==> config.mk <==
export PLATFORM = sky130hd
export DESIGN_NAME = ctos_sqrt
export DESIGN_NICKNAME = d
export VERILOG_FILES = /design/src/rtl/core/ctos_sqrt.sv
export SDC_FILE = /design/constraint.sdc
export NUM_CORES = 1
export LEC_CHECK = 0
export BUFFER_PORTS_ARGS = -buffer_cell sky130_fd_sc_hd__buf_2
export CAP_MARGIN = 30
export CORE_ASPECT_RATIO = 1.2
export CORE_UTILIZATION = 30
export DETAILED_ROUTE_END_ITERATION = 16
export MAX_ROUTING_LAYER = met4
export PLACE_DENSITY_LB_ADDON = 0.2
export SETUP_SLACK_MARGIN = 0.3
export SLEW_MARGIN = 20
export SYNTH_ARGS = -nofsm -noshare
export SYNTH_HDL_FRONTEND = slang
export SYNTH_SLANG_ARGS = --single-unit
export TNS_END_PERCENT = 1
==> constraint.sdc <==
create_clock -name clk -period 3.9 [get_ports clk]
set_input_delay 0.195 -clock clk [delete_from_list [all_inputs] [get_ports clk]]
set_output_delay 0.195 -clock clk [all_outputs]
set_load 0.02 [all_outputs]
==> src/rtl/core/ctos_sqrt.sv <==
`default_nettype none

module ctos_sqrt #(
    parameter int N_WIDTH    = 32,
    parameter int SIDE_WIDTH = 48
) (
    input  logic                        clk,
    input  logic                        rst_n,
    input  logic                        en,
    input  logic                        in_valid,
    input  logic [N_WIDTH-1:0]          radicand,
    input  logic [SIDE_WIDTH-1:0]       in_side,
    output logic                        out_valid,
    output logic [(N_WIDTH+1)/2:0]      root,
    output logic [SIDE_WIDTH-1:0]       out_side
);

    localparam int R_WIDTH  = (N_WIDTH + 1) / 2;
    localparam int RP_WIDTH = R_WIDTH + 1;
    localparam int T_WIDTH  = 2 * R_WIDTH + 1;

    logic [N_WIDTH-1:0]    rem_reg  [R_WIDTH];
    logic [R_WIDTH-1:0]    q_reg    [R_WIDTH];
    logic [SIDE_WIDTH-1:0] side_reg [R_WIDTH];
    logic                  vld_reg  [R_WIDTH];

    logic                  out_vld_reg;
    logic [RP_WIDTH-1:0]   root_reg;
    logic [SIDE_WIDTH-1:0] out_side_reg;
    logic                  round_up;

    // one root bit per stage, most significant first
    for (genvar k = 0; k < R_WIDTH; k++) begin : g_digit
        localparam int J = R_WIDTH - 1 - k;
        logic [N_WIDTH-1:0]    rem_in;
        logic [R_WIDTH-1:0]    q_in;
        logic [SIDE_WIDTH-1:0] side_in;
        logic                  vld_in;
        logic [T_WIDTH-1:0]    trial;
        logic                  fits;

        if (k == 0) begin : g_first
            assign rem_in  = radicand;
            assign q_in    = '0;
            assign side_in = in_side;
            assign vld_in  = in_valid;
        end else begin : g_next
            assign rem_in  = rem_reg[k-1];
            assign q_in    = q_reg[k-1];
            assign side_in = side_reg[k-1];
            assign vld_in  = vld_reg[k-1];
        end

        // (q + 2^J)^2 - q^2 = q*2^(J+1) + 2^(2J)
        assign trial = (T_WIDTH'(q_in) << (J + 1)) + (T_WIDTH'(1) << (2 * J));
        assign fits  = T_WIDTH'(rem_in) >= trial;

        always_ff @(posedge clk or negedge rst_n)
        begin
            if (!rst_n)
            begin
                vld_reg[k] <= 1'b0;
            end
            else if (en)
            begin
                vld_reg[k] <= vld_in;
            end
        end

        always_ff @(posedge clk)
        begin
            if (en)
            begin
                rem_reg[k]  <= fits ? N_WIDTH'(T_WIDTH'(rem_in) - trial) : rem_in;
                q_reg[k]    <= fits ? (q_in | (R_WIDTH'(1) << J)) : q_in;
                side_reg[k] <= side_in;
            end
        end
    end

    // round to nearest: remainder above root means n is past (root + 1/2)^2
    assign round_up = rem_reg[R_WIDTH-1] > N_WIDTH'(q_reg[R_WIDTH-1]);

    always_ff @(posedge clk or negedge rst_n)
    begin
        if (!rst_n)
        begin
            out_vld_reg <= 1'b0;
        end
        else if (en)
        begin
            out_vld_reg <= vld_reg[R_WIDTH-1];
        end
    end

    always_ff @(posedge clk)
    begin
        if (en)
        begin
            root_reg     <= RP_WIDTH'(q_reg[R_WIDTH-1]) + RP_WIDTH'(round_up);
            out_side_reg <= side_reg[R_WIDTH-1];
        end
    end

    assign out_valid = out_vld_reg;
    assign root      = root_reg;
    assign out_side  = out_side_reg;

endmodule

`default_nettype wire

Word-level counts from Yosys, hierarchy flattened
Memories as Yosys holds them, arrays and structs flattened. A register that Yosys moved wholly into a read port is not among the register bits.
Cells that the tools add are included.

word-level totals
  bits of input ports = 84
  memories = 3
  memory bits (writable) = 1536
  register bits after elaboration = 34

memories
  memory    words  width  read ports  clocked after Yosys merged registers in  write ports  RTL line  source
  side_reg  16     48     16          1                                        16           24        logic [SIDE_WIDTH-1:0] side_reg [R_WIDTH];
  rem_reg   16     32     16          0                                        16           22        logic [N_WIDTH-1:0] rem_reg [R_WIDTH];
  q_reg     16     16     16          0                                        16           23        logic [R_WIDTH-1:0] q_reg [R_WIDTH];

operators by class
  $lt $le $gt $ge = 17
  add/subtract/negate cells = 32
  muxes and demuxes = 34

operator list
  cell                                                                     number
  32-bit 2-to-1 mux                                                        16
  31-bit by 29-bit adder with 32-bit output, second input constant         1
  32-bit by 18-bit >= comparator with 1-bit output                         1
  32-bit by 19-bit >= comparator with 1-bit output                         1
  32-bit by 20-bit >= comparator with 1-bit output                         1
  32-bit by 21-bit >= comparator with 1-bit output                         1
  32-bit by 22-bit >= comparator with 1-bit output                         1
  32-bit by 23-bit >= comparator with 1-bit output                         1
  32-bit by 24-bit >= comparator with 1-bit output                         1
  32-bit by 25-bit >= comparator with 1-bit output                         1
  32-bit by 26-bit >= comparator with 1-bit output                         1
  32-bit by 27-bit >= comparator with 1-bit output                         1
  32-bit by 28-bit >= comparator with 1-bit output                         1
  32-bit by 29-bit >= comparator with 1-bit output                         1
  32-bit by 30-bit >= comparator with 1-bit output                         1
  32-bit by 31-bit >= comparator with 1-bit output                         1
  32-bit by 31-bit >= comparator with 1-bit output, second input constant  1
  32-bit >= comparator                                                     1
  32-bit by 16-bit > comparator with 1-bit output                          1
  32-bit by 18-bit subtractor with 32-bit output                           1
  32-bit by 19-bit subtractor with 32-bit output                           1
  32-bit by 20-bit subtractor with 32-bit output                           1
  32-bit by 21-bit subtractor with 32-bit output                           1
  32-bit by 22-bit subtractor with 32-bit output                           1
  other kinds (42)                                                         44

Longest topological paths before layout
Gate-level depths: netlist (run 1).
An unclocked memory read counts as a cell.

  word-level depth = 4
  gate-level depth with buffers = 15
  depth with buffers taken out = 15

Worst setup path before layout (run 1)
No wires, ideal clock.

  kind = register to register
  start = memory rem_reg[14][20], in the netlist rem_reg[1][212]
  end = memory rem_reg[15][13], in the netlist rem_reg[1][237], data pin
  data arrival time = 2.653 ns
  path slack = 0.987 ns
  cell stages (with the launch flop) = 8
  setup time = 0.260 ns
  cells stage by stage = edfxtp_1 or4_4 or2_1 or3_1 or4_1 o21bai_4 buf_6 mux2_4

RTL lines
  item         RTL line
  from (decl)  22

==> results.md, run 1 <==
* Status: finished clean
* Post-DRT Antenna Nets at 0
* Synth top cells by count: edfxtp_1 (1481), inv_1 (201), nor2_1 (172)
* Total Power at 39810 uW
* WS Path Type: reg -> reg
* Initial core utilization at 0.3016
* Hold Path Stages at 2
* Cell Chain, Critical Path: ha_1, nand3_1, or3_1, nor4_1, or4_1, o21bai_4, buf_4, mux2_2
* Worst hold path type: in -> reg
* Max-cap violations at 0
* Synthesized area at 57130 sq um
* Final-report hold violation count at 0
* Num rows at 175
* Crit path max-delay family: simple AND/OR/NAND/NOR gates
* CTS Root Cell: clkbuf_16
* Largest net degree at the start of global routing at 122
* Post-synth EDFFs at 1481
* Htree depth at 4
* CTS tree: done
* Synth area leader: edfxtp_1
* DR pass1 iterations at 5
* Full die area at 192200 sq um
* Period utilization at 0.9115
* Ys async rst share at 0.01135
* Max Freq at 0.2813 GHz
* Max Slew Vio Count at 0
* Die Span Y at 480.0 microns
* Final core occ at 0.3593
* Setup TNS at 0 ps
* Total grt overflow at 0
* Post-DR vias/cell at 4.316
* Final WL at 95.30 mm
* Req. time, crit path at 4430 ps
* FF-to-FF path depth at 8
* Measured slew at the worst slew-check pin at 892.2 ps
* Clk slew on worst S/H paths at 60 ps
* IO Port Bufs at 149
* Final setup vio count at 0
* DRC at 0
* Chip width at 400.4 microns
* CTS Buffer Depth at 3
* Core box area at 189400 sq um
* Sequential fraction of the synthesis area at 0.7859
* Later-pin clock latency in the skew report at 780 ps
* Worst path bufs/invs at 1
* Fillers at 17740
* Crit-path max FO at 29
* Via count at 27760
* Most used DFF post-synth: edfxtp_1
* # clock sinks at 1498
* Post-synth top area share at 0.7784
* DR WL/cell at 14.82 microns
* Register-to-Register Setup Slack at 340 ps
* Worst vdd ir at 0.4455 mV
* Tot GR Track Use at 0.1013
* Layout Nets at 4068
* Hold_sp: in_side[29]
* Syn nets at 3624
* Synth cell types at 75
* Slew headroom at 0.4052
* Crit-path slowest cell: nor4_1
* Worst hold slack at 117.5 ps
* GPL Wtd Cong at 0.8407
* Mapped Cells at 3370
* Max FFs per register at 768
* Syn_area_per_cell at 16.95 sq um
* Vias in the first global route at 28740
* Min cycle time layout at 3555 ps
* CP endpoint kind: flip-flop
* Worst Clk Skew at 24.54 ps
* Initial antenna violation count at 1
* TritonCTS Buffers at 164
* Synthesis Warnings at 0
* Io pins at 150
* Wire length on met2 at 49.62 mm
* DR iter-0 viols at 1343
* Area Overhead vs Synth at 19.12%
* Met1 Wirelength at 37.51 mm
* Cell Pwr Density at 585.0 nW/um^2
* First-pass GRT wire length at 149.9 mm
* P_leak at 0.02454 uW
* Post-DP HPWL at 63.31 mm
* Largest cells by area after synthesis: edfxtp_1 (78%), ha_1 (3.7%), xnor2_1 (2.1%)
* Worst Hold Path EP: side_reg[0][29]
* CP max stage delay at 770 ps
* Cell with the most instances after synthesis: edfxtp_1
* Max layer used: met4
* Crit path DAT at 4080 ps
* RSZ-0062 raised after global routing: true
* Crit Reg-Reg Startpoint: rem_reg[1][204]
* Reg-to-Reg End: rem_reg[1][232]
* Metal3 WL at 3.638 mm
* Share of layout cells above drive strength 1 at 0.1354
* #FFs+latches synth at 1498
* Crit start category: flip-flop
==> layout by cell type (no fill, tap or decap), drive strengths merged, types with 36 or more instances in the layout <==
master       instances
edfxtp            1481
buf                232
inv                215
clkbuf             207
nor2               172
ha                 170
nand2              145
xnor2              135
a21oi              132
o21ai              115
xor2               104
dlygate4sd3         85
nor3                81
nor4                79
clkinv              57
a21o                52
nand3               44
nand2b              39
mux2                39
o21a                37
nand4               36
==> routing by layer <==
layer,global-route usage,vias up
li1,-,13770
met1,0.1016,13270
met2,0.1816,469
met3,0.02265,242
met4,0.05633,0
met5,-,-
==> where the power goes <==
part / switching [uW] / internal, uW / total [uW] / leakage (uW)
logic: 2170 / 1680 / 3850 / 0.00730
clock network: 6360 / 9310 / 15700 / 0.00266
registers: 771 / 19500 / 20300 / 0.0146
total: 9300 / 30500 / 39800 / 0.0245
==> worst max path at each step <==
| stage | slack, ps | cells after the start | startpoint | end |
|---|---|---|---|---|
| 3_5_place_dp | 410 | 8 | rem_reg[1][204] | rem_reg[1][232] |
| 6_report | 340 | 8 | rem_reg[1][204] | rem_reg[1][232] |
| 2_1_floorplan | 990 | 7 | rem_reg[1][212] | rem_reg[1][237] |
| 4_1_cts | 400 | 8 | rem_reg[1][204] | rem_reg[1][232] |
| 5_1_grt | 280 | 8 | rem_reg[1][204] | rem_reg[1][232] |
| 3_3_place_gp | 440 | 8 | rem_reg[1][204] | rem_reg[1][232] |
==> timing repair <==
action | CTS | global route
endpoints found under the hold margin | 178 | 0
buffers inserted | 0 | 0
hold buffers | 85 | 0
gates resized for setup | 0 | 1
setup endpoints to repair | 0 | 6
==> worst register-to-register path, delay by kind of cell (launching register included) <==
family / cells / cell delay, ps
simple gates: 4 / 1580
fa+ha+maj: 1 / 440
flops: 1 / 410
mux: 1 / 390
buf+inv: 1 / 340
compound gates: 1 / 150
==> final cells by class <==
class,count,area (sq um),area share
inverter,202,758.2,0.01114
sequential,1498,44900,0.6597
timing repair buffer,317,2460,0.03614
multi-input combinational,1631,11320,0.1664
tap,2478,3100,0.04556
clock inverter,97,1165,0.01712
clock buffer,207,4350,0.06392
antenna,1,2.502,0.00003677
==> logic make-up (layout without fill, tap and decap cells) <==
kind of cell,after synthesis,after routing,share of synthesized area
other,0,1,0
adders and majority gates,170,170,0.03723
xor gates and xnor gates,239,239,0.03664
muxes,46,46,0.009045
and+or+nand+nor,729,729,0.06590
AOI/OAI and AO/OA,447,447,0.04917
DFF,1498,1498,0.7859
buffers and inverters,241,823,0.01616
==> per-stage QoR <==
step                instance area, sq um  setup slack [ps]  cells
floorplan                          57130             986.8   3370
global placement                   61690             437.7   6041
detailed placement                 61690             408.6   6041
CTS                                68050             397.7   6430
global route                       68060             282.5   6431
finish                             68060             345.0   6431
(Power assumes the default switching activity.)
==> inputs of run 2 (changes only) <==
--- a/config.mk
+++ b/config.mk
@@ -11,7 +11,7 @@
 export CORE_UTILIZATION = 30
 export DETAILED_ROUTE_END_ITERATION = 16
 export MAX_ROUTING_LAYER = met4
-export PLACE_DENSITY_LB_ADDON = 0.2
+export PLACE_DENSITY = 0.46
 export SETUP_SLACK_MARGIN = 0.3
 export SLEW_MARGIN = 20
 export SYNTH_ARGS = -nofsm -noshare
==> results.md, run 2 (synthesized netlist as in run 1, its figures left out) <==
* DR WL/cell at 14.87 microns (+0.37%)
* Full die area at 192200 sq um (unchanged)
* Tot GR Track Use at 0.1022 (+0.0009101)
* DRC at 2 (+2)
* Period utilization at 0.8684 (-0.04317)
* Measured slew at the worst slew-check pin at 726.5 ps (-165.7 ps)
* Max layer used: met4
* Worst Hold Path EP: side_reg[0][44]
* FF-to-FF path depth at 9 (+1)
* Worst setup path start: rem_reg[1][135]
* DR pass1 iterations at 13 (+8)
* Crit start category: flip-flop
* Hold_sp: in_side[44]
* Num rows at 175 (unchanged)
* Worst vdd ir at 0.4973 mV (+12%)
* Status: finished with violations
* Largest net degree at the start of global routing at 115 (-5.7%)
* Min cycle time layout at 3387 ps (-168.4 ps)
* Worst hold path type: in -> reg
* CTS tree: done
* Die Span Y at 480.0 microns (unchanged)
* Later-pin clock latency in the skew report at 800 ps (+20 ps)
* Initial antenna violation count at 2 (+1)
* Initial core utilization at 0.3016 (unchanged)
* Register-to-Register Setup Slack at 510 ps (+170 ps)
* Via count at 27910 (+0.57%)
* Max-cap violations at 0 (unchanged)
* Post-DRT Antenna Nets at 0 (unchanged)
* RSZ-0062 raised after global routing: false
* Post-CTS Setup Bufs at 0 (unchanged)
* GPL Wtd Cong at 0.8257 (-1.8%)
* Commonest non-fill, non-tap cell in the layout: edfxtp_1
* Crit-path max FO at 6 (-79%)
* CP endpoint kind: flip-flop
* Io pins at 150 (unchanged)
* Vias in the first global route at 28960 (+0.78%)
* First-pass GRT wire length at 151.4 mm (+0.96%)
* Design Area, Final at 67760 sq um (-0.44%)
* Setup TNS at 0 ps (unchanged)
* Most frequent cells in the layout: edfxtp_1 (1481), inv_1 (201), nor2_1 (172)
* Dpl cell area at 61660 sq um (about the same)
* Clk slew on worst S/H paths at 60 ps (about the same)
* Metal3 WL at 3.661 mm (+0.63%)
* Chip width at 400.4 microns (unchanged)
* Final WL at 95.51 mm (+0.22%)
* WS Path Type: reg -> reg
* Fillers at 17740 (+0.034%)
* Wire length on met2 at 49.90 mm (+0.55%)
* IO Port Bufs at 149 (unchanged)
* Share of layout cells above drive strength 1 at 0.1324 (-0.002954)
* Hold Path Stages at 2 (unchanged)
* DR iter-0 viols at 1445 (+7.6%)
* Post-DP HPWL at 63.15 mm (-0.25%)
* Req. time, crit path at 4430 ps (about the same)
* Reg-to-Reg End: rem_reg[1][189]
* P_leak at 0.02440 uW (-0.57%)
* Final-report hold violation count at 0 (unchanged)
* Total grt overflow at 0 (unchanged)
* Crit path DAT at 3920 ps (-160 ps)
* Htree depth at 4 (unchanged)
* Core box area at 189400 sq um (unchanged)
* Max Freq at 0.2953 GHz (+5.0%)
* CTS Buffer Depth at 3 (unchanged)
* TritonCTS Buffers at 161 (-1.8%)
* CTS Root Cell: clkbuf_16
* Failing checks: design-rule violations
* Area Overhead vs Synth at 18.60%
* Slew headroom at 0.5093 (+0.1041)
* Max Slew Vio Count at 0 (unchanged)
* Max FFs per register at 768 (unchanged)
* # clock sinks at 1498 (unchanged)
* Crit Reg-Reg Startpoint: rem_reg[1][135]
* Post-DR vias/cell at 4.347 (+0.73%)
* Final setup vio count at 0 (unchanged)
* Met1 Wirelength at 37.42 mm (-0.23%)
* Worst Clk Skew at 39.94 ps (+15.39 ps)
* Layout Nets at 4066 (-0.049%)
* Cell Pwr Density at 576.0 nW/um^2 (-1.5%)
-- run 2: metrics by stage --
| stage | instances | total power [uW] | utilization | setup slack, ps | hold WS (ps) |
|---|---|---|---|---|---|
| floorplan | 3370 | 22950 | - | 986.8 | -100.6 |
| global placement | 6036 | 24400 | 0.3255 | 414.6 | 127.3 |
| detailed placement | 6036 | 24480 | 0.3255 | 357.3 | 133.8 |
| CTS | 6420 | 39770 | 0.3577 | 349.6 | 4.366 |
| global route | 6421 | 40880 | 0.3578 | 338.1 | 30.61 |
| finish | 6421 | 39030 | 0.3578 | 513.3 | 108.6 |
-- run 2: final cells by class --
type | count | area (sq um) | share of cell area
clock inverters | 104 | 1005 | 0.01483
well taps | 2478 | 3100 | 0.04576
diodes | 1 | 2.502 | 0.00003693
clock buffers | 189 | 4175 | 0.06162
inverters | 202 | 758.2 | 0.01119
flip-flops and latches | 1498 | 44900 | 0.6626
repair buffers | 318 | 2482 | 0.03664
multi-input cells | 1631 | 11340 | 0.1673
-- run 2: worst max path at each step --
stage	end	slack, ps	cells past startpoint
2_1_floorplan	rem_reg[1][237]	990	7
3_3_place_gp	rem_reg[1][232]	410	9
3_5_place_dp	rem_reg[1][232]	360	9
4_1_cts	rem_reg[1][232]	350	9
5_1_grt	rem_reg[1][185]	340	9
6_report	rem_reg[1][189]	510	9
-- run 2: where the power goes --
group          leakage (uW)  switching, uW  internal [uW]
Sequential           0.0146            782          19500
Combinational       0.00730           2160           1690
Clock               0.00252           6350           8530
-- run 2: critical path, stage by stage, from the launching register on --
cell and delay (ps):
edfxtp_1 410, ha_1 400, a21oi_1 220, a21boi_0 170
o41a_1 450, o41ai_1 620, a2bb2oi_1 300, and4_1 330
nand2b_1 90, xnor2_1 130
-- run 2: layer usage --
metal | global-route usage | vias up
li1 | - | 13780
met1 | 0.1018 | 13410
met2 | 0.1835 | 455
met3 | 0.02438 | 266
met4 | 0.05554 | 0
met5 | - | -
-- run 2: what timing repair did --
action                                 4_1_cts  5_1_grt
setup endpoints to repair                    0        3
hold buffers                                91        0
endpoints found under the hold margin      177        0
gates resized for setup                      0        1
==> inputs of run 3 (changes only) <==
==> constraint.sdc (replaced) <==
create_clock -name clk -period 3.9 [get_ports clk]
set_input_delay 0.975 -clock clk [delete_from_list [all_inputs] [get_ports clk]]
set_output_delay 0.975 -clock clk [all_outputs]
set_load 0.02 [all_outputs]
==> results.md, run 3 (synthesized netlist as in run 1, its figures left out) <==
* Reg-to-Reg End: rem_reg[1][232]
* Total grt overflow at 0 (unchanged)
* CTS-repair resized insts at 0 (unchanged)
* Crit path max-delay family: simple AND/OR/NAND/NOR gates
* Final WL at 94.06 mm (-1.5%)
* Io pins at 150 (unchanged)
* CP endpoint kind: flip-flop
* Core box area at 189400 sq um (unchanged)
* IO Port Bufs at 149 (unchanged)
* CTS tree: done
* Crit Reg-Reg Startpoint: rem_reg[1][204]
* Layout Nets at 3980 (-2.1%)
* DR pass1 iterations at 5 (-8)
* Crit-path max FO at 31 (+25)
* Post-DRT Antenna Nets at 0 (unchanged)
* Register-to-Register Setup Slack at 390 ps (-120 ps)
* Clk slew on worst S/H paths at 60 ps (about the same)
* Tot GR Track Use at 0.1006 (-0.001555)
* DRC at 0 (-2)
* Crit path DAT at 4050 ps (+130 ps)
* Max Slew Vio Count at 0 (unchanged)
* Final-report hold violation count at 0 (unchanged)
* Crit-path slowest cell: nor4_1
* FF-to-FF path depth at 8 (-1)
* Min cycle time layout at 3511 ps (+124.7 ps)
* Chip width at 400.4 microns (unchanged)
* Worst Clk Skew at 48.75 ps (+8.810 ps)
* DR WL/cell at 14.84 microns (-0.20%)
* Design Area, Final at 67040 sq um (-1.1%)
* Post-DR vias/cell at 4.340 (-0.17%)
* Final setup vio count at 0 (unchanged)
* Worst vdd ir at 0.4414 mV (-11%)
* Die Span Y at 480.0 microns (unchanged)
* GPL Wtd Cong at 0.8285 (+0.34%)
* PnR worst setup slack at 388.6 ps (-124.7 ps)
* Via count at 27500 (-1.5%)
* Max-cap violations at 0 (unchanged)
* Post-place setup slack at 417.4 ps (+60.14 ps)
* Commonest non-fill, non-tap cell in the layout: edfxtp_1
* Cell Pwr Density at 581.4 nW/um^2 (+0.93%)
* Post-CTS Setup Bufs at 0 (unchanged)
* Status: finished clean
* CTS Root Cell: clkbuf_16
* Post-DP HPWL at 63.52 mm (+0.58%)
* Max FFs per register at 768 (unchanged)
* Most frequent cells in the layout: edfxtp_1 (1481), inv_1 (201), nor2_1 (172)
* Vias in the first global route at 28600 (-1.2%)
* Crit start category: flip-flop
* Htree depth at 4 (unchanged)
* Worst setup path start: rem_reg[1][204]
* CP Depth at 8 (-1)
* Share of layout cells above drive strength 1 at 0.1372 (+0.004769)
* CP Capture Point: rem_reg[1][232]
* CTS Buffer Depth at 3 (unchanged)
* Dpl cell area at 61780 sq um (+0.19%)
* Period utilization at 0.9003 (+0.03197)
* Worst hold path type: in -> async
* Initial core utilization at 0.3016 (unchanged)
* Slew headroom at 0.4797 (-0.02968)
* Num rows at 175 (unchanged)
* CP max stage delay at 730 ps (+110 ps)
* RSZ-0062 raised after global routing: true
* # clock sinks at 1498 (unchanged)
* WS Path Type: reg -> reg
* First-pass GRT wire length at 149.5 mm (-1.2%)
* Cell Chain, Critical Path: ha_1, nand3_1, or3_1, nor4_1, or4_1, o21bai_4, buf_4, mux2_2
* Largest net degree at the start of global routing at 100 (-13%)
* Full die area at 192200 sq um (unchanged)
* Max Freq at 0.2848 GHz (-3.6%)
* Later-pin clock latency in the skew report at 790 ps (about the same)
* Hold_buf cts at 0 (-100%)
* DR iter-0 viols at 1360 (-5.9%)
* Req. time, crit path at 4430 ps (about the same)
* Worst path bufs/invs at 1 (+1)
* Area Overhead vs Synth at 17.34%
* Initial antenna violation count at 1 (-1)
* Measured slew at the worst slew-check pin at 773.4 ps (+46.89 ps)
* Setup TNS at 0 ps (unchanged)
* TritonCTS Buffers at 160 (-0.62%)
* P_leak at 0.02408 uW (-1.3%)
-- run 3: cell types whose count changed in the layout (fill, tap and decap cells not counted), moves of 2 or more --
cell / previous run / this run
clkbuf_1: 25 / 29
clkinv_1: 39 / 33
dlygate4sd3_1: 91 / 0
buf_12: 19 / 25
clkinv_16: 2 / 8
inv_4: 3 / 1
clkinv_8: 4 / 1
clkinv_2: 25 / 23
inv_16: 6 / 3
inv_6: 3 / 7
-- run 3: routing by layer --
| metal | vias up | wire [microns] | track usage |
|---|---|---|---|
| li1 | 13590 | - | - |
| met5 | - | 0 | - |
| met3 | 254 | 3566 | 0.02242 |
| met1 | 13200 | 36220 | 0.09944 |
| met4 | 0 | 4573 | 0.05368 |
| met2 | 452 | 49690 | 0.1833 |
-- run 3: final cells by class --
class	count	area, sq um
fill	17760	122400
sequential	1498	44900
multi-input combinational	1631	11340
clock buffer	192	4165
tap	2478	3100
timing repair buffer	233	1692
clock inverter	100	1082
inverter	202	758.2
antenna	2	5.005
-- run 3: worst min-delay path by stage --
stage | from | endpoint | slack, ps | cells past startpoint
after floorplan | side_reg[15][0] | out_side[0] | 400 | 0
after global placement | side_reg[6][14] | side_reg[7][14] | 400 | 0
after detailed placement | side_reg[15][12] | out_side[12] | 400 | 0
after CTS | rst_n | g_digit[12].vld_in | 20 | 1
after global routing | rst_n | vld_reg[0] | 50 | 1
final | rst_n | g_digit[12].vld_in | 110 | 1
-- run 3: through the flow --
stage                 util  hold slack (ps)  total power [uW]  instances
floorplan                -            400.3             22950       3370
global placement    0.3262            400.2             24400       6042
detailed placement  0.3262            404.5             24480       6042
CTS                 0.3539            19.94             39730       6334
global route        0.3539            51.99             40860       6335
finish              0.3540            110.4             38980       6336
-- run 3: power by group --
group / switching, uW / internal, uW
registers: 777 / 19500
logic: 2160 / 1640
clock network: 6340 / 8540
total: 9280 / 29700
-- run 3: worst register-to-register path, delay by kind of cell (launching register included) --
kind | cells | cell delay, ps
adders and majority gates | 1 | 450
buffers and inverters | 1 | 350
DFF | 1 | 410
and+or+nand+nor | 4 | 1530
muxes | 1 | 400
AOI/OAI and AO/OA | 1 | 130
